===== config.mk =====
export PLATFORM = sky130hd
export DESIGN_NAME = cfcd_fifo
export DESIGN_NICKNAME = d
export VERILOG_FILES = /design/src/rtl/cfcd_pkg.sv /design/src/rtl/cfcd_fifo.sv
export SDC_FILE = /design/constraint.sdc
export NUM_CORES = 1
export LEC_CHECK = 0
export BUFFER_PORTS_ARGS = -buffer_cell sky130_fd_sc_hd__buf_2
export CORE_MARGIN = 5
export CORE_UTILIZATION = 40
export DETAILED_ROUTE_END_ITERATION = 6
export SLEW_MARGIN = 20
export SYNTH_ARGS = -nofsm -noshare
export SYNTH_HDL_FRONTEND = slang
export SYNTH_SLANG_ARGS = --single-unit

===== constraint.sdc =====
create_clock -name clk_i -period 1.68 [get_ports clk_i]
set_input_delay 0.252 -clock clk_i [delete_from_list [all_inputs] [get_ports clk_i]]
set_output_delay 0.252 -clock clk_i [all_outputs]
set_load 0.05 [all_outputs]

===== src/rtl/cfcd_pkg.sv =====
`timescale 1ns / 1ps
`default_nettype none

package cfcd_pkg;

  localparam int unsigned INDEX_WIDTH_DEF  = 48;
  localparam int unsigned WINDOW_WIDTH_DEF = 24;

  localparam int unsigned RATE_W     = 30;
  localparam int unsigned WIN_REG_W  = 24;
  localparam int unsigned TOL_W      = 16;
  localparam int unsigned FREQ_W     = 37;
  localparam int unsigned SAMPLE_W   = 16;
  localparam int unsigned FRAC_BITS  = 8;
  localparam int unsigned CFG_DATA_W = 30;
  localparam int unsigned CFG_IDX_W  = 2;
  localparam int unsigned QUEUE_DEPTH = 4;

  // register indexes
  localparam logic [CFG_IDX_W-1:0] REG_SAMPLE_RATE = 2'd0;
  localparam logic [CFG_IDX_W-1:0] REG_WINDOW      = 2'd1;
  localparam logic [CFG_IDX_W-1:0] REG_TOLERANCE   = 2'd2;

  // command codes
  localparam logic CMD_SAMPLE = 1'b0;
  localparam logic CMD_CLEAR  = 1'b1;

  localparam logic signed [SAMPLE_W-1:0] HIGH_THRESHOLD = 16'sd8192;

  localparam logic [RATE_W-1:0]    RATE_RESET   = 30'd1000000;
  localparam logic [WIN_REG_W-1:0] WINDOW_RESET = 24'd0;
  localparam logic [TOL_W-1:0]     TOL_RESET    = 16'd1311;

  // rate / 1000 as (rate * ceil(2^40 / 1000)) >> 40, exact for 30-bit rates
  localparam int unsigned          RECIP_W     = 31;
  localparam int unsigned          RECIP_SHIFT = 40;
  localparam logic [RECIP_W-1:0]   RATE_RECIP  = 31'd1099511628;

  localparam logic [FREQ_W-1:0] FREQ_MAX = '1;

endpackage

`default_nettype wire


===== src/rtl/cfcd_fifo.sv =====
`timescale 1ns / 1ps
`default_nettype none

module cfcd_fifo #(
  parameter int unsigned DATA_W = 8,
  parameter int unsigned DEPTH  = cfcd_pkg::QUEUE_DEPTH
) (
  input  logic              clk_i,
  input  logic              rst_ni,
  input  logic              push_i,
  input  logic [DATA_W-1:0] wdata_i,
  input  logic              pop_i,
  output logic [DATA_W-1:0] rdata_o,
  output logic              full_o,
  output logic              empty_o
);
  import cfcd_pkg::*;

  localparam int unsigned PTR_W = (DEPTH > 1) ? $clog2(DEPTH) : 1;
  localparam int unsigned CNT_W = $clog2(DEPTH + 1);

  logic [DATA_W-1:0] mem_q [DEPTH];
  logic [PTR_W-1:0]  wr_ptr_q, rd_ptr_q;
  logic [CNT_W-1:0]  count_q;

  function automatic logic [PTR_W-1:0] ptr_next(input logic [PTR_W-1:0] p);
    ptr_next = (p == PTR_W'(DEPTH - 1)) ? '0 : p + PTR_W'(1);
  endfunction

  assign full_o  = count_q == CNT_W'(DEPTH);
  assign empty_o = count_q == '0;
  assign rdata_o = mem_q[rd_ptr_q];

  always_ff @(posedge clk_i or negedge rst_ni) begin
    if (!rst_ni) begin
      wr_ptr_q <= '0;
      rd_ptr_q <= '0;
      count_q  <= '0;
    end else begin
      if (push_i) wr_ptr_q <= ptr_next(wr_ptr_q);
      if (pop_i)  rd_ptr_q <= ptr_next(rd_ptr_q);
      if (push_i && !pop_i) begin
        count_q <= count_q + CNT_W'(1);
      end else if (pop_i && !push_i) begin
        count_q <= count_q - CNT_W'(1);
      end
    end
  end

  always_ff @(posedge clk_i) begin
    if (push_i) mem_q[wr_ptr_q] <= wdata_i;
  end

  a_count_bound: assert property (@(posedge clk_i) disable iff (!rst_ni)
    count_q <= CNT_W'(DEPTH)) else $error("queue count beyond depth");
  a_no_underflow: assert property (@(posedge clk_i) disable iff (!rst_ni)
    pop_i |-> !empty_o) else $error("pop from empty queue");
  a_count_up: assert property (@(posedge clk_i) disable iff (!rst_ni)
    (push_i && !pop_i) |=> count_q == $past(count_q) + CNT_W'(1))
    else $error("queue count did not follow push");

endmodule

`default_nettype wire


==> summary.md <==
| Metric | Value |
|---|---|
| Net Switching | `about 1.4 mW` |
| Post-route ant nets | `0` |
| Avg Vias per Cell | `4.91` |
| Netlist cell types | `18` |
| Dpl hpwl | `1780 um` |
| Maxcap violations | `0` |
| Worst-Margin Slew | `about 0.45 ns` |
| DRT Pass-1 Iters | `4` |
| Failing checks | `negative setup slack` |
| Rel. slew slack | `0.700` |
| Total Nets Final | `129` |
| Highest Clock Rate | `roughly 570 MHz` |
| Worst-skew pair later-pin latency | `0.30 ns` |
| Clk buf depth | `2` |
| Post-route cell area | `roughly 1900 um^2` |
| Initial DRC count | `31` |
| Area occupied by multi-input gates | `slightly above 400 um^2` |
| Min-delay worst type | `input port to flop` |
| Data arrival, critical path | `~1.5 ns` |
| Dpl cells | `roughly 150` |
| Post-synthesis cell area | `1570 um^2` |
| Yosys Warn Count | `0` |
| Hold Crit Endpoint | `mem_q[1][1]$_DFFE_PP_` |
| R2r endpoint | `mem_q[2][4]$_DFFE_PP_` |
| Wire per inst | `between 15 and 20 um` |
| Crit path required time | `roughly 1.4 ns` |
| RSZ-0062 raised after global routing | `yes` |
| Rows | `22` |
| Total grt overflow | `0` |
| RD Place Congestion | `about 0.71` |
| Synthesized instance count | `79` |
| Worst clock skew | `roughly 0.0074 ns` |
| Most instantiated cells after synthesis | `edfxtp_1 (32), mux4_2 (8), dfrtp_1 (7), ha_1 (6)` |
| Fin crit share | `1.05` |
| Ys async rst share | `0.179` |
| Number of enable flip-flop cells after synthesis | `32` |
| Fin. Hold Viols | `0` |
| Switching part of the total | `0.366` |
| Final min period | `around 1.8 ns` |
| Final WL | `~2500 um` |
| # DRC | `0` |
| Most common cell in the netlist | `edfxtp_1` |
| Initial Utilization | `0.422` |
| Final setup viols | `8` |
| Seq pwr share | `0.388` |
| Leading area contributor after synthesis | `edfxtp_1` |
| Clock Power Share | `0.215` |
| Peak fanout along the critical path | `5` |
| Chip width | `roughly 73 um` |
| RR Startpoint | `wr_ptr_q[0]$_DFFE_PN0P_` |
| Logic pwr share | `0.397` |
| R2R depth | `3` |
| Total track usage | `0.108` |
| Synth top area share | `0.613` |
| Static leakage | `0.734 nW` |
| Vias in the first global route | `~850` |
| Die Ht | `~73 um` |
| IO Port Bufs | `21` |
| Htree depth | `2` |
| Outcome | `finished with violations` |
| Hold Path Stages | `1` |
| Clock sinks | `39` |
| # IOs | `22` |
| Reg area | `1140 um^2` |
| Diodes inserted | `0` |
| Clk root buf | `clkbuf_8` |
| Worst-path clk slew | `around 0.08 ns` |
| Post-Syn Area per Cell | `a little under 20 um^2` |
| Top_reg_cell synth | `edfxtp_1` |
| Sequential fraction of the synthesis area | `0.725` |
| DP Area | `approximately 1700 um^2` |
| Total number of vias | `780` |
| Cell-internal power | `about 2.3 mW` |
| Core area | `around 3700 um^2` |
| Post-Syn Nets | `98` |
| Final Non-Filler Cells | `~160` |
| Pre-CTS setup slack | `roughly 0.11 ns` |
| R2R Setup Slk | `roughly 0.28 ns` |
| Top cells by area, synth | `edfxtp_1 (61%), mux4_2 (11%), dfrtp_1 (11%), ha_1 (4.8%), and2_1 (1.6%)` |
| Area grow syn2layout | `23.8%` |
| Crit end category | `output port` |
| Largest net degree at the start of global routing | `15` |
| Num CTS Buffers | `5` |
| CP Class | `flop to output port` |
| Fillers | `320` |
| TritonCTS clock tree | `yes` |
| Final worst setup slack | `-0.0866 ns` |
| Slew Limit Fails | `0` |
| Initial antenna violation count | `0` |
| Power density over cell area | `1900 nW/um^2` |
| Worst VDD drop | `between 0.9 and 1 mV` |
| Total die area | `roughly 5300 um^2` |
| CP startpoint kind | `flop` |
| Min-Delay Startpoint | `wdata_i[1]` |
| First-pass GRT wire length | `between 4000 and 5000 um` |
| Share of layout cells above drive strength 1 | `0.423` |
| Synth Register Bits | `39` |
layout by cell type, fill, tap and decap left out, types with 2 or more instances in the layout:
| cell type | count |
|---|---|
| nand2_1 | 2 |
| xor2_1 | 2 |
| dfrtp_1 | 6 |
| edfxtp_1 | 32 |
| nor2_1 | 2 |
| inv_1 | 4 |
| ha_1 | 6 |
| mux2_2 | 2 |
| o21ai_0 | 2 |
| buf_4 | 2 |
| buf_2 | 13 |
| buf_6 | 10 |
| and2_1 | 4 |
| clkbuf_8 | 5 |
| mux4_2 | 8 |
state kept, by name, summed over array words and instances (netlist names):
name / flops
count_q: 3
rd_ptr_q: 2
mem_q: 32
wr_ptr_q: 2
power groups by stage:
stage,Sequential [mW],Clock (mW),Combinational (mW)
6_report,1.43,0.793,1.47
4_1_cts,1.44,0.808,1.49
3_3_place_gp,1.44,0,1.27
3_5_place_dp,1.46,0,1.29
2_1_floorplan,1.38,0,1.06
5_1_grt,1.46,0.850,1.56
area by class of cell:
| cell class | instances | share of cell area |
|---|---|---|
| sequential | 39 | 0.586 |
| clock inverter | 3 | 0.0239 |
| multi-input combinational | 34 | 0.211 |
| clock buffer | 5 | 0.0355 |
| timing repair buffer | 26 | 0.104 |
| tap | 48 | 0.0309 |
| inverter | 4 | 0.00774 |
how the worst max path moves through the flow:
| stage | start | endpoint | slack, ns | cells after the start |
|---|---|---|---|---|
| global route | rd_ptr_q[0]$_DFFE_PN0P_ | rdata_o[6] | -0.14 | 3 |
| finish | rd_ptr_q[0]$_DFFE_PN0P_ | rdata_o[5] | -0.09 | 3 |
| global placement | pop_i | count_q[2]$_DFFE_PN0P_ | 0.16 | 8 |
| floorplan | rd_ptr_q[0]$_DFFE_PN0P_ | rdata_o[0] | 0.26 | 2 |
| CTS | rd_ptr_q[0]$_DFFE_PN0P_ | rdata_o[5] | -0.12 | 3 |
| detailed placement | pop_i | count_q[2]$_DFFE_PN0P_ | 0.11 | 8 |
worst max-delay path, stage by stage (launching register included):
cell	delay, ns
dfrtp_1	0.38
buf_6	0.15
mux4_2	0.52
buf_6	0.17
stage by stage:
step                      utilization  setup TNS (ns)  power (mW)  hold slack, ns
after floorplan                     -               0        2.44         -0.0436
after global placement          0.471               0        2.71          0.0982
after detailed placement        0.471               0        2.75          0.0980
after CTS                       0.522          -0.770        3.74           0.156
after global routing            0.522          -0.987        3.87           0.156
final                           0.522          -0.541        3.69           0.166
per-layer routing:
metal,share of wire,GRT usage
met5,0,0
met4,0.024,0.0615
met3,0.049,0.0468
met2,0.53,0.176
met1,0.40,0.118
cells by family after synthesis:
kind of cell / synth area share
flops: 0.725
mux: 0.129
fa+ha+maj: 0.0607
simple gates: 0.0367
buf+inv: 0.0199
compound gates: 0.0120
xor+xnor: 0.0168
what timing repair did:
action                                 in CTS  in global routing
hold buffers                                1                  0
setup endpoints to repair                   8                  8
endpoints found under the hold margin       7                  0
resized for setup                          19                  0
buffers inserted                            1                  0
(Power assumes the default switching activity.)
