--- src/rtl/cfcd_pkg.sv ---
`timescale 1ns / 1ps
`default_nettype none

package cfcd_pkg;

  localparam int unsigned INDEX_WIDTH_DEF  = 48;
  localparam int unsigned WINDOW_WIDTH_DEF = 24;

  localparam int unsigned RATE_W     = 30;
  localparam int unsigned WIN_REG_W  = 24;
  localparam int unsigned TOL_W      = 16;
  localparam int unsigned FREQ_W     = 37;
  localparam int unsigned SAMPLE_W   = 16;
  localparam int unsigned FRAC_BITS  = 8;
  localparam int unsigned CFG_DATA_W = 30;
  localparam int unsigned CFG_IDX_W  = 2;
  localparam int unsigned QUEUE_DEPTH = 4;

  // register indexes
  localparam logic [CFG_IDX_W-1:0] REG_SAMPLE_RATE = 2'd0;
  localparam logic [CFG_IDX_W-1:0] REG_WINDOW      = 2'd1;
  localparam logic [CFG_IDX_W-1:0] REG_TOLERANCE   = 2'd2;

  // command codes
  localparam logic CMD_SAMPLE = 1'b0;
  localparam logic CMD_CLEAR  = 1'b1;

  localparam logic signed [SAMPLE_W-1:0] HIGH_THRESHOLD = 16'sd8192;

  localparam logic [RATE_W-1:0]    RATE_RESET   = 30'd1000000;
  localparam logic [WIN_REG_W-1:0] WINDOW_RESET = 24'd0;
  localparam logic [TOL_W-1:0]     TOL_RESET    = 16'd1311;

  // rate / 1000 as (rate * ceil(2^40 / 1000)) >> 40, exact for 30-bit rates
  localparam int unsigned          RECIP_W     = 31;
  localparam int unsigned          RECIP_SHIFT = 40;
  localparam logic [RECIP_W-1:0]   RATE_RECIP  = 31'd1099511628;

  localparam logic [FREQ_W-1:0] FREQ_MAX = '1;

endpackage

`default_nettype wire

--- src/rtl/cfcd_front.sv ---
`timescale 1ns / 1ps
`default_nettype none

module cfcd_front #(
  parameter int unsigned INDEX_WIDTH  = cfcd_pkg::INDEX_WIDTH_DEF,
  parameter int unsigned WINDOW_WIDTH = cfcd_pkg::WINDOW_WIDTH_DEF
) (
  input  logic                                clk_i,
  input  logic                                rst_ni,
  input  logic                                in_valid_i,
  output logic                                in_stall_o,
  input  logic                                cmd_i,
  input  logic signed [cfcd_pkg::SAMPLE_W-1:0] sample_i,
  input  logic [INDEX_WIDTH-1:0]              sample_index_i,
  input  logic [WINDOW_WIDTH-1:0]             win_len_i,
  input  logic                                cfg_busy_i,
  input  logic                                cfg_clear_i,
  input  logic                                q_full_i,
  output logic                                q_push_o,
  output logic                                job_clr_o,
  output logic [WINDOW_WIDTH-1:0]             job_edges_o,
  output logic [INDEX_WIDTH-1:0]              job_start_o
);
  import cfcd_pkg::*;

  logic                    prev_q, primed_q;
  logic [WINDOW_WIDTH-1:0] edges_q, fill_q;
  logic [INDEX_WIDTH-1:0]  start_q;

  logic                    accept, level, win_on, win_end, is_clear;
  logic [WINDOW_WIDTH-1:0] edges_n, fill_n;
  logic [INDEX_WIDTH-1:0]  start_n;

  assign in_stall_o = cfg_busy_i | q_full_i;
  assign accept     = in_valid_i & ~in_stall_o;
  assign is_clear   = cmd_i == CMD_CLEAR;
  assign win_on     = win_len_i != '0;

  always_comb begin
    level   = sample_i > HIGH_THRESHOLD;
    edges_n = (primed_q && level && !prev_q) ? edges_q + WINDOW_WIDTH'(1) : edges_q;
    start_n = primed_q ? start_q : sample_index_i;
    fill_n  = fill_q + WINDOW_WIDTH'(1);
    win_end = fill_n >= win_len_i;
  end

  // clear transactions travel down the queue so the back end drops its history in order
  assign q_push_o    = accept && (is_clear || (win_on && win_end));
  assign job_clr_o   = is_clear;
  assign job_edges_o = edges_n;
  assign job_start_o = start_n;

  always_ff @(posedge clk_i or negedge rst_ni) begin
    if (!rst_ni) begin
      prev_q   <= 1'b0;
      primed_q <= 1'b0;
      edges_q  <= '0;
      fill_q   <= '0;
      start_q  <= '0;
    end else if (cfg_clear_i || (accept && is_clear)) begin
      prev_q   <= 1'b0;
      primed_q <= 1'b0;
      edges_q  <= '0;
      fill_q   <= '0;
      start_q  <= '0;
    end else if (accept && win_on) begin
      primed_q <= 1'b1;
      prev_q   <= level;
      if (win_end) begin
        edges_q <= '0;
        fill_q  <= '0;
        start_q <= sample_index_i + INDEX_WIDTH'(1);
      end else begin
        edges_q <= edges_n;
        fill_q  <= fill_n;
        start_q <= start_n;
      end
    end
  end

  a_fill_in_window: assert property (@(posedge clk_i) disable iff (!rst_ni)
    (win_len_i != '0) |-> fill_q < win_len_i) else $error("window fill past length");
  a_edges_le_fill: assert property (@(posedge clk_i) disable iff (!rst_ni)
    edges_q <= fill_q) else $error("more edges than samples in window");
  a_push_room: assert property (@(posedge clk_i) disable iff (!rst_ni)
    q_push_o |-> !q_full_i) else $error("push into full queue");

endmodule

`default_nettype wire

--- config.mk ---
export PLATFORM = sky130hd
export DESIGN_NAME = cfcd_front
export DESIGN_NICKNAME = d
export VERILOG_FILES = /design/src/rtl/cfcd_pkg.sv /design/src/rtl/cfcd_front.sv
export SDC_FILE = /design/constraint.sdc
export NUM_CORES = 1
export LEC_CHECK = 0
export BUFFER_PORTS_ARGS = -buffer_cell sky130_fd_sc_hd__buf_2
export CORE_ASPECT_RATIO = 0.5
export CORE_MARGIN = 5
export CORE_UTILIZATION = 55
export DETAILED_ROUTE_END_ITERATION = 8
export PLACE_DENSITY = 0.8
export SLEW_MARGIN = 5
export SYNTH_ARGS = -nofsm -noshare
export SYNTH_HDL_FRONTEND = slang
export SYNTH_SLANG_ARGS = --single-unit
--- constraint.sdc ---
create_clock -name clk_i -period 6.3 [get_ports clk_i]
set_clock_uncertainty 0.1 [all_clocks]
set_input_delay 1.26 -clock clk_i [delete_from_list [all_inputs] [get_ports clk_i]]
set_output_delay 1.26 -clock clk_i [all_outputs]
set_load 0.03 [all_outputs]
==> results.md <==
* Hold-fix buffers at CTS at 0
* Post-cts sizing count at 0
* Critical Path Sink Type: output port
* Total vias in the final route at between 8,000 and 9,000
* Largest net degree at the start of global routing at 73
* Final #Nets at 1,192
* Largest area contributor in the netlist: dfrtp_1
* Die W at 181 µm
* Critical path type: flop to output port
* Area of the multi-input gates at around 5000 µm²
* Unrepaired setup endpoints after global routing: no
* Post-synthesis cell count at 956
* Final Hold Slack at between 300 and 400 ps
* Worst R2R End: fill_q[0]$_DFFE_PN0P_
* Setup violations, final at 0
* Post-layout instance area at just over 9000 µm²
* Top cells by area, synth: dfrtp_1 (30%), mux2_2 (6.0%), nand2_1 (5.6%), xor2_1 (5.1%), ha_1 (4.2%)
* CTS Buf Count at 9
* CP startpoint: fill_q[0]$_DFFE_PN0P_
* Pre-antenna DRT Iters at 5
* CTS clk-pin slew, worst paths at roughly 70 ps
* Sequential area share after synthesis at a little under a third
* Slowest CP cell: nor4_2
* Worst slew pin tran at around 1200 ps
* CP max FO at 6
* Layout cell share with drive strength beyond 1 at roughly a quarter
* Clock Latency Late Sink at ~350 ps
* H-tree levels at 3
* R2R setup slack at about 1400 ps
* Area share of the largest cell type after synthesis at 30.4%
* Post-CTS Repair Setup Buffers at 0
* Sequential Area at between 2000 and 2500 µm²
* Final slew viol count at 0
* MaxCap Viol Count at 0
* IO Pins at 170
* DIE AREA at around 17,000 µm²
* Psw at approximately 0.47 mW
* Global-route wire length before repair at 38.2 mm
* Maximum root-to-sink buffer count at 2
* Vias per inst at 6.29
* Layout area overhead at 14.4%
* Post-Route WL at about 24 mm
* Initial antenna violation count at 0
* Final Wtd Congestion at just under 0.9
* Slew headroom at approximately 17%
* Number of flops mapped to enable cells by yosys at 0
* Minimum clock period at around 5800 ps
* Initial drt markers at between 700 and 800
* Worst r2r src: fill_q[0]$_DFFE_PN0P_
* Pre-CTS setup slack at between 900 and 1000 ps
* Main synth FF type: dfrtp_1
* Power density over cell area at about 160 nW/µm²
* Critical path cell sequence: ha_1 -> nand3_1 -> nor4_2 -> and3_1 -> and3_1 -> xor2_1 -> ha_1 -> nand4_1 -> nor4_1 -> a22oi_1 -> and3_2 -> a21oi_1 -> o21a_1 -> buf_2
* Chip Height at 95.6 µm
* Row count at 31
* R2R depth at 14
* Synth Register Bits at roughly 100
* CP Launch Type: flop
* Clk sinks at 98
* Crit-path max cell delay at 650 ps
* Number of global-route vias before repair at 7,743
* Asr flop ratio synth at 100%
* Status: completed
* Post-synthesis cell area at 8050 µm²
* # port buffers at 169
* Cell area after placement at approximately 8900 µm²
* Non-filler cells, final at approximately 1,300
* Hold Vio Cnt, Final at 0
* CP arrival at 4430 ps
* Area of the core at approximately 14,000 µm²
* Switching share of power at around 31%
* Reg power frac at a little over two fifths
* Final WS setup at 515 ps
* Initial Utilization at between 50% and 60%
* Overall routing resource usage at a little over a quarter
* P_int at 1.05 mW
* Net Count, Synth at between 1,000 and 1,500
* End of the critical path: q_push_o
* Req. time, crit path at around 4900 ps
* FMAX at around 170 MHz
* HPWL after detailed placement at roughly 16 mm
* Placed cells at roughly 1,300
* Netlist cell types at 63
* Clock root buffer: clkbuf_16
* Tcrit/Tclk final at just over 90%
* Filler instances at between 1,000 and 1,500
* Avg WL per Cell at roughly 19 µm
* Maximum vdd drop at about 0.00013 V
* Class of the most critical hold timing path: flop to flop
* Syn avg cell area at between 8 and 9 µm²
* Final ANT Viol Nets at 0
* Setup TNS at 0 ps
* Logic pwr share at between 10% and 20%
* DRC at 0
* GRT overflow at 0
* Synthesis Warnings at 0
* Clk pwr share at approximately two fifths
* TritonCTS clock tree: built
* P_leak at 4.11 nW
kinds of logic (layout without fill, tap and decap cells):
family / Yosys count / in the layout / synth area share, %
and+or+nand+nor: 403 / 403 / 27.1
buffers and inverters: 112 / 231 / 6.11
DFF: 98 / 98 / 30.4
xor gates and xnor gates: 85 / 85 / 9.24
other: 0 / 1 / 0
AOI/OAI and AO/OA: 187 / 187 / 16.8
adders and majority gates: 27 / 27 / 4.19
muxes: 44 / 44 / 6.14
worst min path at each step:
stage | from | slack (ps) | endpoint | cells past startpoint
after floorplan | start_q[13]$_DFFE_PN0P_ | 340 | start_q[13]$_DFFE_PN0P_ | 2
after global placement | start_q[1]$_DFFE_PN0P_ | 350 | start_q[1]$_DFFE_PN0P_ | 2
after detailed placement | start_q[46]$_DFFE_PN0P_ | 360 | start_q[46]$_DFFE_PN0P_ | 2
after CTS | start_q[46]$_DFFE_PN0P_ | 380 | start_q[46]$_DFFE_PN0P_ | 2
after global routing | start_q[13]$_DFFE_PN0P_ | 400 | start_q[13]$_DFFE_PN0P_ | 2
final | start_q[18]$_DFFE_PN0P_ | 380 | start_q[18]$_DFFE_PN0P_ | 2
synthesized netlist by cell type, types with 33 or more instances:
library cell  count
nand3_1          38
o31ai_1          38
dfrtp_1          98
a21oi_1          53
nor2_1           33
nor3_1           59
clkbuf_1         51
nand2_1         121
nand4_1          54
xnor2_1          38
xor2_1           47
inv_1            33
mux2_2           43
sequential cells by signal (all words and copies together) (netlist names):
register  flops
edges_q      24
start_q      48
prev_q        1
primed_q      1
fill_q       24
through the flow:
| stage | utilization, % | power (mW) |
|---|---|---|
| 3_5_place_dp | 61.9 | 0.939 |
| 6_report | 64.0 | 1.52 |
| 3_3_place_gp | 61.9 | 0.933 |
| 4_1_cts | 64.0 | 1.53 |
| 5_1_grt | 64.0 | 1.58 |
| 2_1_floorplan | - | 0.827 |
final cells by class:
cell class	count	share of cell area (%)
sequential	98	26.6
timing repair buffer	182	10.3
clock inverter	7	0.910
tap	198	2.69
antenna	1	0.0272
inverter	33	1.34
multi-input combinational	746	55.7
clock buffer	9	2.44
worst max-delay path: cells and delay by family, from the launching register on:
kind / cells / cell delay [ps]
AO/OA/AOI/OAI: 3 / 570
XOR/XNOR: 1 / 90
adder cells (fa/ha/maj): 2 / 540
AND/OR/NAND/NOR: 7 / 2240
flip-flops: 1 / 430
buffers and inverters: 1 / 200
per-layer routing:
| layer | global-route usage, % | share of wire, % | wire length [µm] |
|---|---|---|---|
| met5 | 0 | 0 | 0 |
| met4 | 8.74 | 2.2 | 508 |
| met3 | 4.15 | 6.9 | 1620 |
| met2 | 44.5 | 47 | 11100 |
| met1 | 35.4 | 44 | 10400 |
power groups by stage:
stage,clock network (mW),logic (mW),registers (mW)
after CTS,0.599,0.282,0.646
after global routing,0.621,0.307,0.647
after floorplan,0,0.171,0.656
after global placement,0,0.276,0.658
final,0.592,0.282,0.646
after detailed placement,0,0.280,0.659
cells in the final DEF, fill, tap and decap left out, types with 4 or more instances in the layout:
cell / count
nor4_2: 5
o31ai_2: 4
and3_1: 20
xor2_1: 47
a32o_1: 26
a41oi_1: 5
ha_1: 27
and4_1: 10
nor3_1: 59
or4_1: 6
dfrtp_1: 97
nor2_1: 30
mux2_2: 43
nand4_1: 54
a21oi_1: 53
buf_4: 14
xnor2_1: 38
nand2_1: 121
nor4_1: 23
nand3_1: 38
o21a_1: 4
and2_1: 7
or2_2: 4
inv_1: 33
o21ai_0: 12
clkbuf_16: 9
buf_2: 168
o31ai_1: 38
o211ai_1: 22
Note: power is estimated with default switching activity, not from simulation.
