## src/rtl/cfcd_pkg.sv

```systemverilog
`timescale 1ns / 1ps
`default_nettype none

package cfcd_pkg;

  localparam int unsigned INDEX_WIDTH_DEF  = 48;
  localparam int unsigned WINDOW_WIDTH_DEF = 24;

  localparam int unsigned RATE_W     = 30;
  localparam int unsigned WIN_REG_W  = 24;
  localparam int unsigned TOL_W      = 16;
  localparam int unsigned FREQ_W     = 37;
  localparam int unsigned SAMPLE_W   = 16;
  localparam int unsigned FRAC_BITS  = 8;
  localparam int unsigned CFG_DATA_W = 30;
  localparam int unsigned CFG_IDX_W  = 2;
  localparam int unsigned QUEUE_DEPTH = 4;

  // register indexes
  localparam logic [CFG_IDX_W-1:0] REG_SAMPLE_RATE = 2'd0;
  localparam logic [CFG_IDX_W-1:0] REG_WINDOW      = 2'd1;
  localparam logic [CFG_IDX_W-1:0] REG_TOLERANCE   = 2'd2;

  // command codes
  localparam logic CMD_SAMPLE = 1'b0;
  localparam logic CMD_CLEAR  = 1'b1;

  localparam logic signed [SAMPLE_W-1:0] HIGH_THRESHOLD = 16'sd8192;

  localparam logic [RATE_W-1:0]    RATE_RESET   = 30'd1000000;
  localparam logic [WIN_REG_W-1:0] WINDOW_RESET = 24'd0;
  localparam logic [TOL_W-1:0]     TOL_RESET    = 16'd1311;

  // rate / 1000 as (rate * ceil(2^40 / 1000)) >> 40, exact for 30-bit rates
  localparam int unsigned          RECIP_W     = 31;
  localparam int unsigned          RECIP_SHIFT = 40;
  localparam logic [RECIP_W-1:0]   RATE_RECIP  = 31'd1099511628;

  localparam logic [FREQ_W-1:0] FREQ_MAX = '1;

endpackage

`default_nettype wire

```

## src/rtl/cfcd_cfg.sv

```systemverilog
`timescale 1ns / 1ps
`default_nettype none

module cfcd_cfg #(
  parameter int unsigned WINDOW_WIDTH = cfcd_pkg::WINDOW_WIDTH_DEF
) (
  input  logic                           clk_i,
  input  logic                           rst_ni,
  input  logic                           cfg_we_i,
  input  logic [cfcd_pkg::CFG_IDX_W-1:0] cfg_index_i,
  input  logic [cfcd_pkg::CFG_DATA_W-1:0] cfg_data_i,
  output logic [cfcd_pkg::RATE_W-1:0]    rate_o,
  output logic [cfcd_pkg::TOL_W-1:0]     tol_o,
  output logic [WINDOW_WIDTH-1:0]        win_len_o,
  output logic                           busy_o,
  output logic                           clear_o
);
  import cfcd_pkg::*;

  localparam int unsigned RPROD_W = RATE_W + RECIP_W;
  localparam logic [1:0]  SETTLE_CYCLES = 2'd2;

  logic [RATE_W-1:0]       rate_q;
  logic [WIN_REG_W-1:0]    winreg_q;
  logic [TOL_W-1:0]        tol_q;
  logic [RPROD_W-1:0]      rprod_q;
  logic [WINDOW_WIDTH-1:0] win_len_q, win_len_d;
  logic [1:0]              settle_q;
  logic                    win_write;
  logic [63:0]             derived, chosen, win_max;

  assign win_write = cfg_we_i &&
                     (cfg_index_i == REG_SAMPLE_RATE || cfg_index_i == REG_WINDOW);

  always_comb begin
    derived   = 64'(rprod_q >> RECIP_SHIFT);
    chosen    = (winreg_q != '0) ? 64'(winreg_q) : derived;
    win_max   = (64'd1 << WINDOW_WIDTH) - 64'd1;
    win_len_d = (chosen > win_max) ? win_max[WINDOW_WIDTH-1:0] : chosen[WINDOW_WIDTH-1:0];
  end

  always_ff @(posedge clk_i or negedge rst_ni) begin
    if (!rst_ni) begin
      rate_q    <= RATE_RESET;
      winreg_q  <= WINDOW_RESET;
      tol_q     <= TOL_RESET;
      win_len_q <= '0;
      settle_q  <= SETTLE_CYCLES;
    end else begin
      win_len_q <= win_len_d;
      if (win_write) begin
        settle_q <= SETTLE_CYCLES;
      end else if (settle_q != 2'd0) begin
        settle_q <= settle_q - 2'd1;
      end
      if (cfg_we_i) begin
        case (cfg_index_i)
          REG_SAMPLE_RATE: rate_q   <= cfg_data_i[RATE_W-1:0];
          REG_WINDOW:      winreg_q <= cfg_data_i[WIN_REG_W-1:0];
          REG_TOLERANCE:   tol_q    <= cfg_data_i[TOL_W-1:0];
          default: ;
        endcase
      end
    end
  end

  // reciprocal product, registered in the cycle before the window length
  always_ff @(posedge clk_i) begin
    rprod_q <= RPROD_W'(rate_q) * RPROD_W'(RATE_RECIP);
  end

  assign rate_o    = rate_q;
  assign tol_o     = tol_q;
  assign win_len_o = win_len_q;
  assign busy_o    = settle_q != 2'd0;
  assign clear_o   = win_write;

endmodule

`default_nettype wire

```

## config.mk

```make
export PLATFORM = sky130hd
export DESIGN_NAME = cfcd_cfg
export DESIGN_NICKNAME = d
export VERILOG_FILES = /design/src/rtl/cfcd_pkg.sv /design/src/rtl/cfcd_cfg.sv
export SDC_FILE = /design/constraint.sdc
export NUM_CORES = 1
export LEC_CHECK = 0
export ABC_AREA = 1
export BUFFER_PORTS_ARGS = -buffer_cell sky130_fd_sc_hd__buf_2
export CORE_UTILIZATION = 40
export DETAILED_ROUTE_END_ITERATION = 10
export GPL_ROUTABILITY_DRIVEN = 0
export SLEW_MARGIN = 40
export SYNTH_ARGS = -nofsm -noshare
export SYNTH_HDL_FRONTEND = slang
export SYNTH_SLANG_ARGS = --single-unit
```

## constraint.sdc

```tcl
create_clock -name clk_i -period 7.6 [get_ports clk_i]
set_input_delay 1.52 -clock clk_i [delete_from_list [all_inputs] [get_ports clk_i]]
set_output_delay 1.52 -clock clk_i [all_outputs]
set_load 0.02 [all_outputs]
```

==> impl.org <==
** CTS
- Setup bufs post-CTS :: 0
- Clock-pin slew was measured on the worst setup and hold paths at 0.07 ns.
- CTS built an H-tree with a depth of 4.
- The cell sitting at the root of the clock tree is a sky130_fd_sc_hd__clkbuf_16.
- The later pin in the worst-skew pair is clocked with a latency of 0.45 ns.
- Counting the buffers created by CTS gives 17.
- Clock tree from TritonCTS :: done
- For this design, the sink count on the clock tree is about 120.
- The clock passes through at most 2 buffers.
- Number of hold buffers added after cts :: 0
- Gates resized during post-CTS repair numbered 0.

** Timing
- In this run the tightest slew margin relative to its limit is 48.1%.
- Sum of negative setup slack :: 0 ns
- Setup violations remaining at the end of the flow were counted as 0.
- Least setup slack across all paths after layout :: 0.884 ns
- Subtracting the final worst setup slack from the clock period gives 6.72 ns.
- Based on the critical path, the design can be clocked at up to 149 MHz.
- The worst path uses 88.4% of the clock period.
- Final slew viol count :: 0
- Clock skew :: 0.0179 ns
- At the pin with the least slew margin, the transition time is 0.778 ns.
- The number of failing hold endpoints at the final stage was 0.
- Final hold slack :: 0.406 ns
- RSZ-0062 raised after global routing :: false

** Yosys
- Synthesis produced a netlist whose cell count is 2479.
- Number of storage elements in the synthesis netlist :: between 100 and 150
- Post-synth net total :: 3163
- The mapped netlist covers ~0.020 sq mm.
- In this run, distinct cell masters in the synthesized netlist total 32.
- Share of the yosys chip area belonging to registers :: 14.3%
- Post-Syn Area per Cell :: 8.01 sq um
- Yosys printed 0 warnings.

** Worst hold path
- In this run the worst hold path is classified as flop to flop.
- The startpoint identified for the worst hold timing path is winreg_q[22].

** Critical path
- At the worst endpoint, the arrival time is 7.04 ns.
- Type of the worst setup path :: flop to flop
- In this run the critical register-to-register path is launched from rate_o[22].
- Required time of the critical path :: 7.93 ns
- Of all nets on the critical path, the largest fanout is 12.
- The worst setup path is launched from a flop.
- Sort of element at the end of the critical path :: flop
- The critical path starts at rate_o[22].

** Detailed routing
- Avg Vias per Cell :: 4.79
- In the final routed layout, each cell accounts on average for around 18 microns.
- DRC marker count from the first detailed-route iteration :: 996
- Met3 routed wirelength :: 3410 microns
- Summed over all nets, wire length on met2 after detailed routing comes to 26900 microns.
- Detailed-route wire length on metal 1 :: 26000 microns
- Number of iterations in the first detailed-routing pass :: 8
- Summed over all layers, the routed wires come to 58400 microns.
- The detail route stage leaves a number of antenna-violating nets equal to 0.
- The detailed router placed 15702 vias in this run.
- Highest routed metal layer :: met4
- After detailed routing, the number of remaining DRC violations is 0.

** Layout
- Final net count :: 3286
- From synthesis to final layout, the design area changed by 10.3%.
- Registers take 0.00284 sq mm.
- After filler insertion, the fill cell instance count of the layout stands at between 4000 and 5000.
- Leaving out fill and tap cells, the most frequent cell in the layout is sky130_fd_sc_hd__inv_1.
- Cells with a size suffix above 1 make up 7.11% of the layout.
- The repair_antennas step left the layout with diodes totalling 0.
- Area taken by multi-input logic gates :: 0.0139 sq mm
- Finished Core Util :: 44.7%
- Most used cells in the layout excluding fill and tap cells :: 801 x sky130_fd_sc_hd__inv_1, 567 x sky130_fd_sc_hd__nand2_1, 373 x sky130_fd_sc_hd__ha_1

** Floorplanning
- In this run the core area contains 81 standard-cell rows.
- Starting density of the core :: 40.6%
- The floorplan step defined a die boundary enclosing 0.0505 sq mm.
- In this run the vertical extent of the chip is 225 microns.
- 107 I/O pins were placed.
- After floorplanning, the core was sized to cover between 0.04 and 0.05 sq mm.
- The floorplan step set the die width to about 220 microns.

** Placement
- Prior to clock tree synthesis, the placed netlist has a worst setup slack of 0.903 ns.
- Count of buffers from port buffering :: 106
- After legalization and detailed placement, the total HPWL measured 50200 microns.

** Global routing
- Total GRT Usage :: 24.5%
- Number of global-route vias before repair :: 16861
- Number of antenna violations at the first check in global routing :: 0
- Pin count of the biggest net entering global routing :: 61
- Leftover overflow at the end of global routing :: 0
- The first global-routing pass estimated ~93000 microns of wire.

** Run status
- The flow ran to the end, and the final reports show no timing, DRC or antenna violations.

** Flow run
- Max-capacitance violation count :: 0
-- worst max-delay path: stages (launching register included) --
cell,delay (ns)
sky130_fd_sc_hd__dfrtp_1,0.83
sky130_fd_sc_hd__ha_1,0.42
sky130_fd_sc_hd__fa_1,0.45
sky130_fd_sc_hd__fa_1,0.48
sky130_fd_sc_hd__inv_1,0.05
sky130_fd_sc_hd__fa_1,0.47
sky130_fd_sc_hd__inv_1,0.06
sky130_fd_sc_hd__fa_1,0.49
sky130_fd_sc_hd__inv_1,0.05
sky130_fd_sc_hd__fa_1,0.54
sky130_fd_sc_hd__inv_1,0.05
sky130_fd_sc_hd__fa_1,0.47
sky130_fd_sc_hd__inv_1,0.05
sky130_fd_sc_hd__fa_1,0.47
sky130_fd_sc_hd__inv_1,0.04
sky130_fd_sc_hd__ha_1,0.31
sky130_fd_sc_hd__nand2_1,0.11
sky130_fd_sc_hd__nor2_1,0.15
sky130_fd_sc_hd__inv_1,0.12
sky130_fd_sc_hd__nor2_1,0.41
sky130_fd_sc_hd__nand2_1,0.20
sky130_fd_sc_hd__nor2_1,0.14
sky130_fd_sc_hd__nand2_1,0.08
sky130_fd_sc_hd__nand4_1,0.11
sky130_fd_sc_hd__nand2_1,0.06
-- logic make-up (layout without fill, tap and decap cells) --
kind of cell               Yosys count  count (layout)  synth area share, %
DFF                                117             117                 14.3
AOI/OAI and AO/OA                  121             121                 3.12
adders and majority gates          649             649                 51.3
and+or+nand+nor                    771             771                 15.6
buffers and inverters              821             957                 15.6
-- registers in the layout, summed over array words and instances (netlist names) --
signal and count:
rprod_q 21, settle_q 2, rate_o 30, win_len_o 24, tol_o 16, winreg_q 24
-- layout make-up --
cell class | count | share of cell area [%]
Sequential cell | 117 | 13.0
Clock inverter | 14 | 0.794
Timing Repair Buffer | 123 | 3.07
Tap cell | 664 | 3.79
Inverter | 802 | 13.8
Multi-Input combinational cell | 1541 | 63.6
Clock buffer | 18 | 2.01
-- cell usage after synthesis --
library cell | n | area share (%)
sky130_fd_sc_hd__or2_0 | 1 | 0.032
sky130_fd_sc_hd__dfxtp_1 | 21 | 2.1
sky130_fd_sc_hd__nand2_1 | 568 | 11
sky130_fd_sc_hd__nand2_2 | 3 | 0.095
sky130_fd_sc_hd__clkbuf_1 | 15 | 0.28
sky130_fd_sc_hd__o22ai_1 | 1 | 0.032
sky130_fd_sc_hd__nor3_2 | 4 | 0.20
sky130_fd_sc_hd__nand3_1 | 46 | 1.2
sky130_fd_sc_hd__buf_2 | 2 | 0.050
sky130_fd_sc_hd__and2_0 | 2 | 0.063
sky130_fd_sc_hd__or2_2 | 1 | 0.032
sky130_fd_sc_hd__o21ai_1 | 1 | 0.025
sky130_fd_sc_hd__inv_1 | 801 | 15
sky130_fd_sc_hd__o21ai_0 | 72 | 1.8
sky130_fd_sc_hd__ha_1 | 373 | 24
sky130_fd_sc_hd__nand4_1 | 18 | 0.57
sky130_fd_sc_hd__a21oi_1 | 42 | 1.1
sky130_fd_sc_hd__and3_1 | 2 | 0.063
sky130_fd_sc_hd__nor2_2 | 4 | 0.13
sky130_fd_sc_hd__nor2_1 | 104 | 2.0
sky130_fd_sc_hd__dfrtp_1 | 81 | 10
sky130_fd_sc_hd__nor3_1 | 9 | 0.23
sky130_fd_sc_hd__o21bai_1 | 4 | 0.15
sky130_fd_sc_hd__buf_6 | 2 | 0.11
sky130_fd_sc_hd__inv_2 | 1 | 0.019
sky130_fd_sc_hd__dfstp_2 | 15 | 2.0
sky130_fd_sc_hd__fa_1 | 276 | 28
sky130_fd_sc_hd__nor3_4 | 1 | 0.082
sky130_fd_sc_hd__nand3b_1 | 1 | 0.038
sky130_fd_sc_hd__nor4_1 | 1 | 0.032
sky130_fd_sc_hd__a21o_1 | 1 | 0.038
sky130_fd_sc_hd__and2_1 | 6 | 0.19
-- stage by stage --
step	area [sq um]	std cells
2_1_floorplan	19900	2479
5_1_grt	21900	3279
6_report	21900	3279
3_5_place_dp	21300	3246
3_3_place_gp	21200	3246
4_1_cts	21900	3278
-- path summary, 6_finish.rpt --
| kind | to | slack (ns) | cells past startpoint |
|---|---|---|---|
| min in group asynchronous | settle_q[0] | 1.12 | 1 |
| max in group asynchronous | tol_o[10] | 5.39 | 3 |
| setup / recovery | rprod_q[50] | 0.88 | 24 |
| hold / removal | win_len_o[22] | 0.41 | 0 |
| setup reg to reg | rprod_q[50] | 0.88 | 24 |
| hold reg to reg | win_len_o[22] | 0.41 | 0 |
-- metal layers --
metal,GRT usage [%],vias up
met5,0,-
met4,8.60,0
met3,3.46,108
met2,40.3,465
met1,32.8,7619
li1,-,7510
Power is left out: the tool's default activity adds up to more than one toggle a clock period on the data nets, which glitch-free logic cannot reach.
