==> config.mk <==
export PLATFORM = sky130hd
export DESIGN_NAME = cfcd_back
export DESIGN_NICKNAME = d
export VERILOG_FILES = /design/src/rtl/cfcd_pkg.sv /design/src/rtl/cfcd_back.sv
export SDC_FILE = /design/constraint.sdc
export NUM_CORES = 2
export LEC_CHECK = 0
export BUFFER_PORTS_ARGS = -buffer_cell sky130_fd_sc_hd__buf_4
export CAP_MARGIN = 30
export CORE_AREA = 2 2 378 380
export CTS_CLUSTER_DIAMETER = 40
export DETAILED_ROUTE_END_ITERATION = 10
export DIE_AREA = 0 0 380 382
export SYNTH_ARGS = -nofsm -noshare
export SYNTH_HDL_FRONTEND = slang
export SYNTH_SLANG_ARGS = --single-unit
==> constraint.sdc <==
create_clock -name clk_i -period 8.63 [get_ports clk_i]
set_input_delay 0.863 -clock clk_i [delete_from_list [all_inputs] [get_ports clk_i]]
set_output_delay 0.863 -clock clk_i [all_outputs]
set_load 0.1 [all_outputs]
==> src/rtl/cfcd_pkg.sv <==
`timescale 1ns / 1ps
`default_nettype none

package cfcd_pkg;

  localparam int unsigned INDEX_WIDTH_DEF  = 48;
  localparam int unsigned WINDOW_WIDTH_DEF = 24;

  localparam int unsigned RATE_W     = 30;
  localparam int unsigned WIN_REG_W  = 24;
  localparam int unsigned TOL_W      = 16;
  localparam int unsigned FREQ_W     = 37;
  localparam int unsigned SAMPLE_W   = 16;
  localparam int unsigned FRAC_BITS  = 8;
  localparam int unsigned CFG_DATA_W = 30;
  localparam int unsigned CFG_IDX_W  = 2;
  localparam int unsigned QUEUE_DEPTH = 4;

  // register indexes
  localparam logic [CFG_IDX_W-1:0] REG_SAMPLE_RATE = 2'd0;
  localparam logic [CFG_IDX_W-1:0] REG_WINDOW      = 2'd1;
  localparam logic [CFG_IDX_W-1:0] REG_TOLERANCE   = 2'd2;

  // command codes
  localparam logic CMD_SAMPLE = 1'b0;
  localparam logic CMD_CLEAR  = 1'b1;

  localparam logic signed [SAMPLE_W-1:0] HIGH_THRESHOLD = 16'sd8192;

  localparam logic [RATE_W-1:0]    RATE_RESET   = 30'd1000000;
  localparam logic [WIN_REG_W-1:0] WINDOW_RESET = 24'd0;
  localparam logic [TOL_W-1:0]     TOL_RESET    = 16'd1311;

  // rate / 1000 as (rate * ceil(2^40 / 1000)) >> 40, exact for 30-bit rates
  localparam int unsigned          RECIP_W     = 31;
  localparam int unsigned          RECIP_SHIFT = 40;
  localparam logic [RECIP_W-1:0]   RATE_RECIP  = 31'd1099511628;

  localparam logic [FREQ_W-1:0] FREQ_MAX = '1;

endpackage

`default_nettype wire

==> src/rtl/cfcd_back.sv <==
`timescale 1ns / 1ps
`default_nettype none

module cfcd_back #(
  parameter int unsigned INDEX_WIDTH  = cfcd_pkg::INDEX_WIDTH_DEF,
  parameter int unsigned WINDOW_WIDTH = cfcd_pkg::WINDOW_WIDTH_DEF
) (
  input  logic                          clk_i,
  input  logic                          rst_ni,
  input  logic                          q_empty_i,
  output logic                          q_pop_o,
  input  logic                          job_clr_i,
  input  logic [WINDOW_WIDTH-1:0]       job_edges_i,
  input  logic [INDEX_WIDTH-1:0]        job_start_i,
  input  logic [cfcd_pkg::RATE_W-1:0]   rate_i,
  input  logic [cfcd_pkg::TOL_W-1:0]    tol_i,
  input  logic [WINDOW_WIDTH-1:0]       win_len_i,
  input  logic                          cfg_clear_i,
  output logic                          out_valid_o,
  input  logic                          out_stall_i,
  output logic [INDEX_WIDTH-1:0]        window_start_o,
  output logic [cfcd_pkg::FREQ_W-1:0]   frequency_q8_o
);
  import cfcd_pkg::*;

  localparam int unsigned PROD_W = WINDOW_WIDTH + RATE_W;
  localparam int unsigned NUM_W  = PROD_W + FRAC_BITS;
  localparam int unsigned CNT_W  = $clog2(NUM_W + 1);
  localparam int unsigned TP_W   = TOL_W + FREQ_W;

  localparam logic [2:0] ST_IDLE = 3'd0;
  localparam logic [2:0] ST_MUL  = 3'd1;
  localparam logic [2:0] ST_DIV  = 3'd2;
  localparam logic [2:0] ST_CMP  = 3'd3;
  localparam logic [2:0] ST_DEC  = 3'd4;

  logic [2:0]              state_q;
  logic [FREQ_W-1:0]       rep_q;
  logic                    est_q;
  logic                    out_valid_q;

  logic [WINDOW_WIDTH-1:0] edges_q;
  logic [INDEX_WIDTH-1:0]  start_q;
  logic [NUM_W-1:0]        num_q, quo_q;
  logic [WINDOW_WIDTH-1:0] rem_q;
  logic [CNT_W-1:0]        cnt_q;
  logic [FREQ_W-1:0]       freq_q, diff_q;
  logic [TP_W-1:0]         tprod_q;
  logic [INDEX_WIDTH-1:0]  out_start_q;
  logic [FREQ_W-1:0]       out_freq_q;

  logic [PROD_W-1:0]       prod;
  logic [WINDOW_WIDTH:0]   rem_sh, rem_sub;
  logic                    ge;
  logic [FREQ_W-1:0]       fsat;
  logic                    report, slot_free, load, hist_clr;

  always_comb begin
    prod    = PROD_W'(edges_q) * PROD_W'(rate_i);
    rem_sh  = {rem_q, num_q[NUM_W-1]};
    ge      = rem_sh >= {1'b0, win_len_i};
    rem_sub = ge ? rem_sh - {1'b0, win_len_i} : rem_sh;
    fsat    = (quo_q > NUM_W'(FREQ_MAX)) ? FREQ_MAX : quo_q[FREQ_W-1:0];
    // the first result and stopped or started clocks always report; otherwise compare against tolerance
    report  = !est_q || ((freq_q != '0) != (rep_q != '0)) ||
              ((rep_q != '0) && ({diff_q, 16'b0} > tprod_q));
  end

  assign q_pop_o   = (state_q == ST_IDLE) && !q_empty_i;
  assign slot_free = !out_valid_q || !out_stall_i;
  assign load      = (state_q == ST_DEC) && report && slot_free;
  assign hist_clr  = cfg_clear_i || (q_pop_o && job_clr_i);

  always_ff @(posedge clk_i or negedge rst_ni) begin
    if (!rst_ni) begin
      state_q     <= ST_IDLE;
      rep_q       <= '0;
      est_q       <= 1'b0;
      out_valid_q <= 1'b0;
      cnt_q       <= '0;
    end else begin
      if (load) begin
        out_valid_q <= 1'b1;
      end else if (!out_stall_i) begin
        out_valid_q <= 1'b0;
      end
      if (hist_clr) begin
        rep_q <= '0;
        est_q <= 1'b0;
      end else if (load) begin
        rep_q <= freq_q;
        est_q <= 1'b1;
      end
      case (state_q)
        ST_IDLE: begin
          if (q_pop_o && !job_clr_i) state_q <= ST_MUL;
        end
        ST_MUL: begin
          cnt_q   <= CNT_W'(NUM_W);
          state_q <= ST_DIV;
        end
        ST_DIV: begin
          cnt_q <= cnt_q - CNT_W'(1);
          if (cnt_q == CNT_W'(1)) state_q <= ST_CMP;
        end
        ST_CMP: begin
          state_q <= ST_DEC;
        end
        ST_DEC: begin
          if (!report || slot_free) state_q <= ST_IDLE;
        end
        default: state_q <= ST_IDLE;
      endcase
    end
  end

  always_ff @(posedge clk_i) begin
    if (q_pop_o) begin
      edges_q <= job_edges_i;
      start_q <= job_start_i;
    end
    if (state_q == ST_MUL) begin
      num_q <= {prod, FRAC_BITS'(0)};
      quo_q <= '0;
      rem_q <= '0;
    end
    // restoring division, one quotient bit per cycle
    if (state_q == ST_DIV) begin
      num_q <= num_q << 1;
      quo_q <= {quo_q[NUM_W-2:0], ge};
      rem_q <= rem_sub[WINDOW_WIDTH-1:0];
    end
    if (state_q == ST_CMP) begin
      freq_q  <= fsat;
      diff_q  <= (fsat >= rep_q) ? fsat - rep_q : rep_q - fsat;
      tprod_q <= TP_W'(tol_i) * TP_W'(rep_q);
    end
    if (load) begin
      out_start_q <= start_q;
      out_freq_q  <= freq_q;
    end
  end

  assign out_valid_o    = out_valid_q;
  assign window_start_o = out_start_q;
  assign frequency_q8_o = out_freq_q;

  a_div_nonzero: assert property (@(posedge clk_i) disable iff (!rst_ni)
    (state_q == ST_DIV) |-> (win_len_i != '0) && (cnt_q != '0))
    else $error("division with zero divisor or spent counter");
  a_est_with_result: assert property (@(posedge clk_i) disable iff (!rst_ni)
    $rose(est_q) |-> out_valid_q) else $error("history set without a result");
  a_pop_idle: assert property (@(posedge clk_i) disable iff (!rst_ni)
    q_pop_o |=> ($past(job_clr_i) ? state_q == ST_IDLE : state_q == ST_MUL))
    else $error("back end left idle on wrong job type");

endmodule

`default_nettype wire
==> impl_metrics.py <==
metrics = {
    "timing": {
        "max_freq_ghz": 0.127,
        "fin_tns_setup_ns": 0,
        "min_period_ns": 7.88,
        "fin_crit_sh": 0.913,
        "rsz0062_at_grt": "false",
        "tightest_slew_ns": 1.07,
        "skew_ns": 0.0549,
        "setup_viol": 0,
        "slew_headroom": 0.288,
        "hold_violations": 0,
        "finalMaxSlewViolations": 0,
    },
    "grt": {
        "antenna_found_initial": 7,
        "grt_max_degree": 70,
        "grt_usage": 0.247,
        "grt_pass1_wl_um": 280000,
        "grt_pass1_vias": 48700,
        "grt.overflow.total": 0,
    },
    "cts": {
        "insertion_delay_ns": 0.72,
        "cts-root-buf": "clkbuf_16",
        "cts_setup_buffers": 0,
        "postCtsResizedCells": 0,
        "clk_path_buf_depth": 3,
        "ctsHoldBuffers": 0,
        "cts_buffers": 94,
        "cts_tree": "done",
        "cts_max_level": 3,
        "cts_sinks": 472,
        "cts.clk_slew.worst_paths_ns": 0.05,
    },
    "synth": {
        "post-synth-top-area-cell": "fa_1",
        "synth.distinct_cells": 96,
        "ys.flop_type": "edfxtp_1",
        "seq_area_frac_synth": 0.216,
        "synth-seq-cells": 472,
        "netlist_area_mm2": 0.0647,
        "synth-edff-count": 424,
        "syn_area_per_cell_um2": 9.66,
        "yosysWarnings": 0,
        "synth_most_common_cell": "inv_1",
        "async_reset_ff_frac": 0.102,
        "yosys-top-cells-count": "1339 x inv_1, 1105 x fa_1, 931 x nand2_1",
        "synth_nets": 8385,
        "netlist_top_cells_area": "fa_1 34%, edfxtp_1 20%, ha_1 8.5%",
        "synth_top_area_frac": 0.342,
        "netlist_instances": 6691,
    },
    "floorplan": {
        "die_h_um": 382,
        "ioPinCount": 235,
        "coreArea_mm2": 0.141,
        "die-area_mm2": 0.145,
        "die_x_um": 380,
        "start_util": 0.459,
        "num_rows": 138,
    },
    "route": {
        "wl_per_cell_um": 20.1,
        "first_pass_iters": 6,
        "drc_errors": 0,
        "vias": 46600,
        "ant_nets": 0,
        "drt_iter0_markers": 2981,
        "routed_wl_um": 175000,
        "viasPerCell": 5.34,
    },
    "final_layout": {
        "area_delta_synth_final_pct": 10.7,
        "final_cell_area_mm2": 0.0716,
        "drive_gt1_frac": 0.0812,
        "nNetsFinal": 8447,
        "finalNonFillerCells": 8726,
    },
    "placement": {
        "gp_congestion": 0.905,
        "dpl.cell_count": 8545,
        "post-dp-hpwl_um": 139000,
        "portBuffers": 234,
        "placed_cell_area_mm2": 0.0682,
    },
    "critical_path": {
        "crit_type": "reg -> reg",
        "worstPathRequired_ns": 9.19,
        "endpoint_kind": "register",
        "crit_fanout": 22,
        "arrival_ns": 8.44,
        "setup.worst_path.start_class": "register",
        "reg2reg_setup_slack_ns": 0.75,
    },
    "run": {
        "drv_cap": 0,
    },
    "run_status": {
        "run_status": "completed",
    },
    "min_path": {
        "hold_class": "in -> async",
    },
}
[critical path, cell delays in order, from the launching register on]
cell	delay (ns)
edfxtp_1	0.91
and2_1	0.25
fa_1	0.43
fa_1	0.52
inv_1	0.06
fa_1	0.50
fa_1	0.52
inv_1	0.05
fa_1	0.46
fa_1	0.55
inv_1	0.05
fa_1	0.53
inv_1	0.04
ha_1	0.33
a21oi_1	0.22
o211ai_1	0.15
a221oi_1	0.28
o21ai_1	0.22
a21oi_2	0.39
o21ai_2	0.16
a2111oi_2	0.39
o21ai_1	0.12
or4b_1	0.47
nand3_1	0.09
[placed cells by master (no fill, tap or decap), types with 43 or more instances in the layout]
master,instances
a21o_1,118
a21oi_1,231
and2_1,534
and3_1,76
buf_4,329
clkbuf_16,94
dfrtp_1,47
edfxtp_1,424
fa_1,1105
ha_1,441
inv_1,1339
mux2i_1,68
nand2_1,930
nand3_1,43
nor2_1,198
o21ai_0,117
or3_1,48
xnor2_1,100
xor2_1,47
[per-stage QoR]
step / utilization / hold slack [ns] / worst slack, ns
2_1_floorplan: - / 0.400 / 0.813
3_3_place_gp: 0.483 / 0.401 / 0.630
3_5_place_dp: 0.484 / 0.405 / 0.555
4_1_cts: 0.508 / 0.250 / 0.746
5_1_grt: 0.508 / 0.287 / 0.352
6_report: 0.508 / 0.262 / 0.755
[final timing paths]
path                                       to       startpoint  cells past startpoint
min in group clk_i                start_q[28]  job_start_i[28]                      1
hold reg to reg            window_start_o[40]      start_q[40]                      0
max in group asynchronous          state_q[1]           rst_ni                      1
hold / removal                      rep_q[23]           rst_ni                      1
setup / recovery                    num_q[58]       edges_q[8]                     23
setup reg to reg                    num_q[58]       edges_q[8]                     23
[flip-flops by register name, indices dropped and copies added (netlist names), 37 cells and up]
signal          cells
freq_q             37
quo_q              62
num_q              54
rep_q              37
start_q            48
diff_q             37
frequency_q8_o     37
window_start_o     48
tprod_q            53
[per-layer routing]
| layer | track usage | share of wire | vias up |
|---|---|---|---|
| met4 | 0.0746 | 0.031 | 4 |
| li1 | - | - | 20900 |
| met2 | 0.394 | 0.47 | 1383 |
| met3 | 0.0406 | 0.060 | 291 |
| met1 | 0.346 | 0.44 | 24000 |
| met5 | 0 | 0.00014 | - |
[cell type report]
type	count	area, um^2
Tap cell	1890	2360
Timing Repair Buffer	336	2640
Multi-Input combinational cell	4510	44200
Clock inverter	73	957
Clock buffer	105	2430
Sequential cell	472	13900
Inverter	1339	5030
Fill cell	13100	69300
Antenna cell	1	2.50
[kinds of logic (layout without fill, tap and decap cells)]
kind of cell / count (synthesis) / in the layout / share of synthesized area
AO/OA/AOI/OAI: 725 / 725 / 0.0730
adder cells (fa/ha/maj): 1546 / 1546 / 0.427
XOR/XNOR: 147 / 147 / 0.0199
other: 0 / 1 / 0
AND/OR/NAND/NOR: 2021 / 2021 / 0.152
flip-flops: 472 / 472 / 0.216
buffers and inverters: 1709 / 1853 / 0.101
multiplexers: 71 / 71 / 0.0110
Power is not shown: default switching activity piles up to over one toggle a cycle in this logic, so the estimate is an artifact.
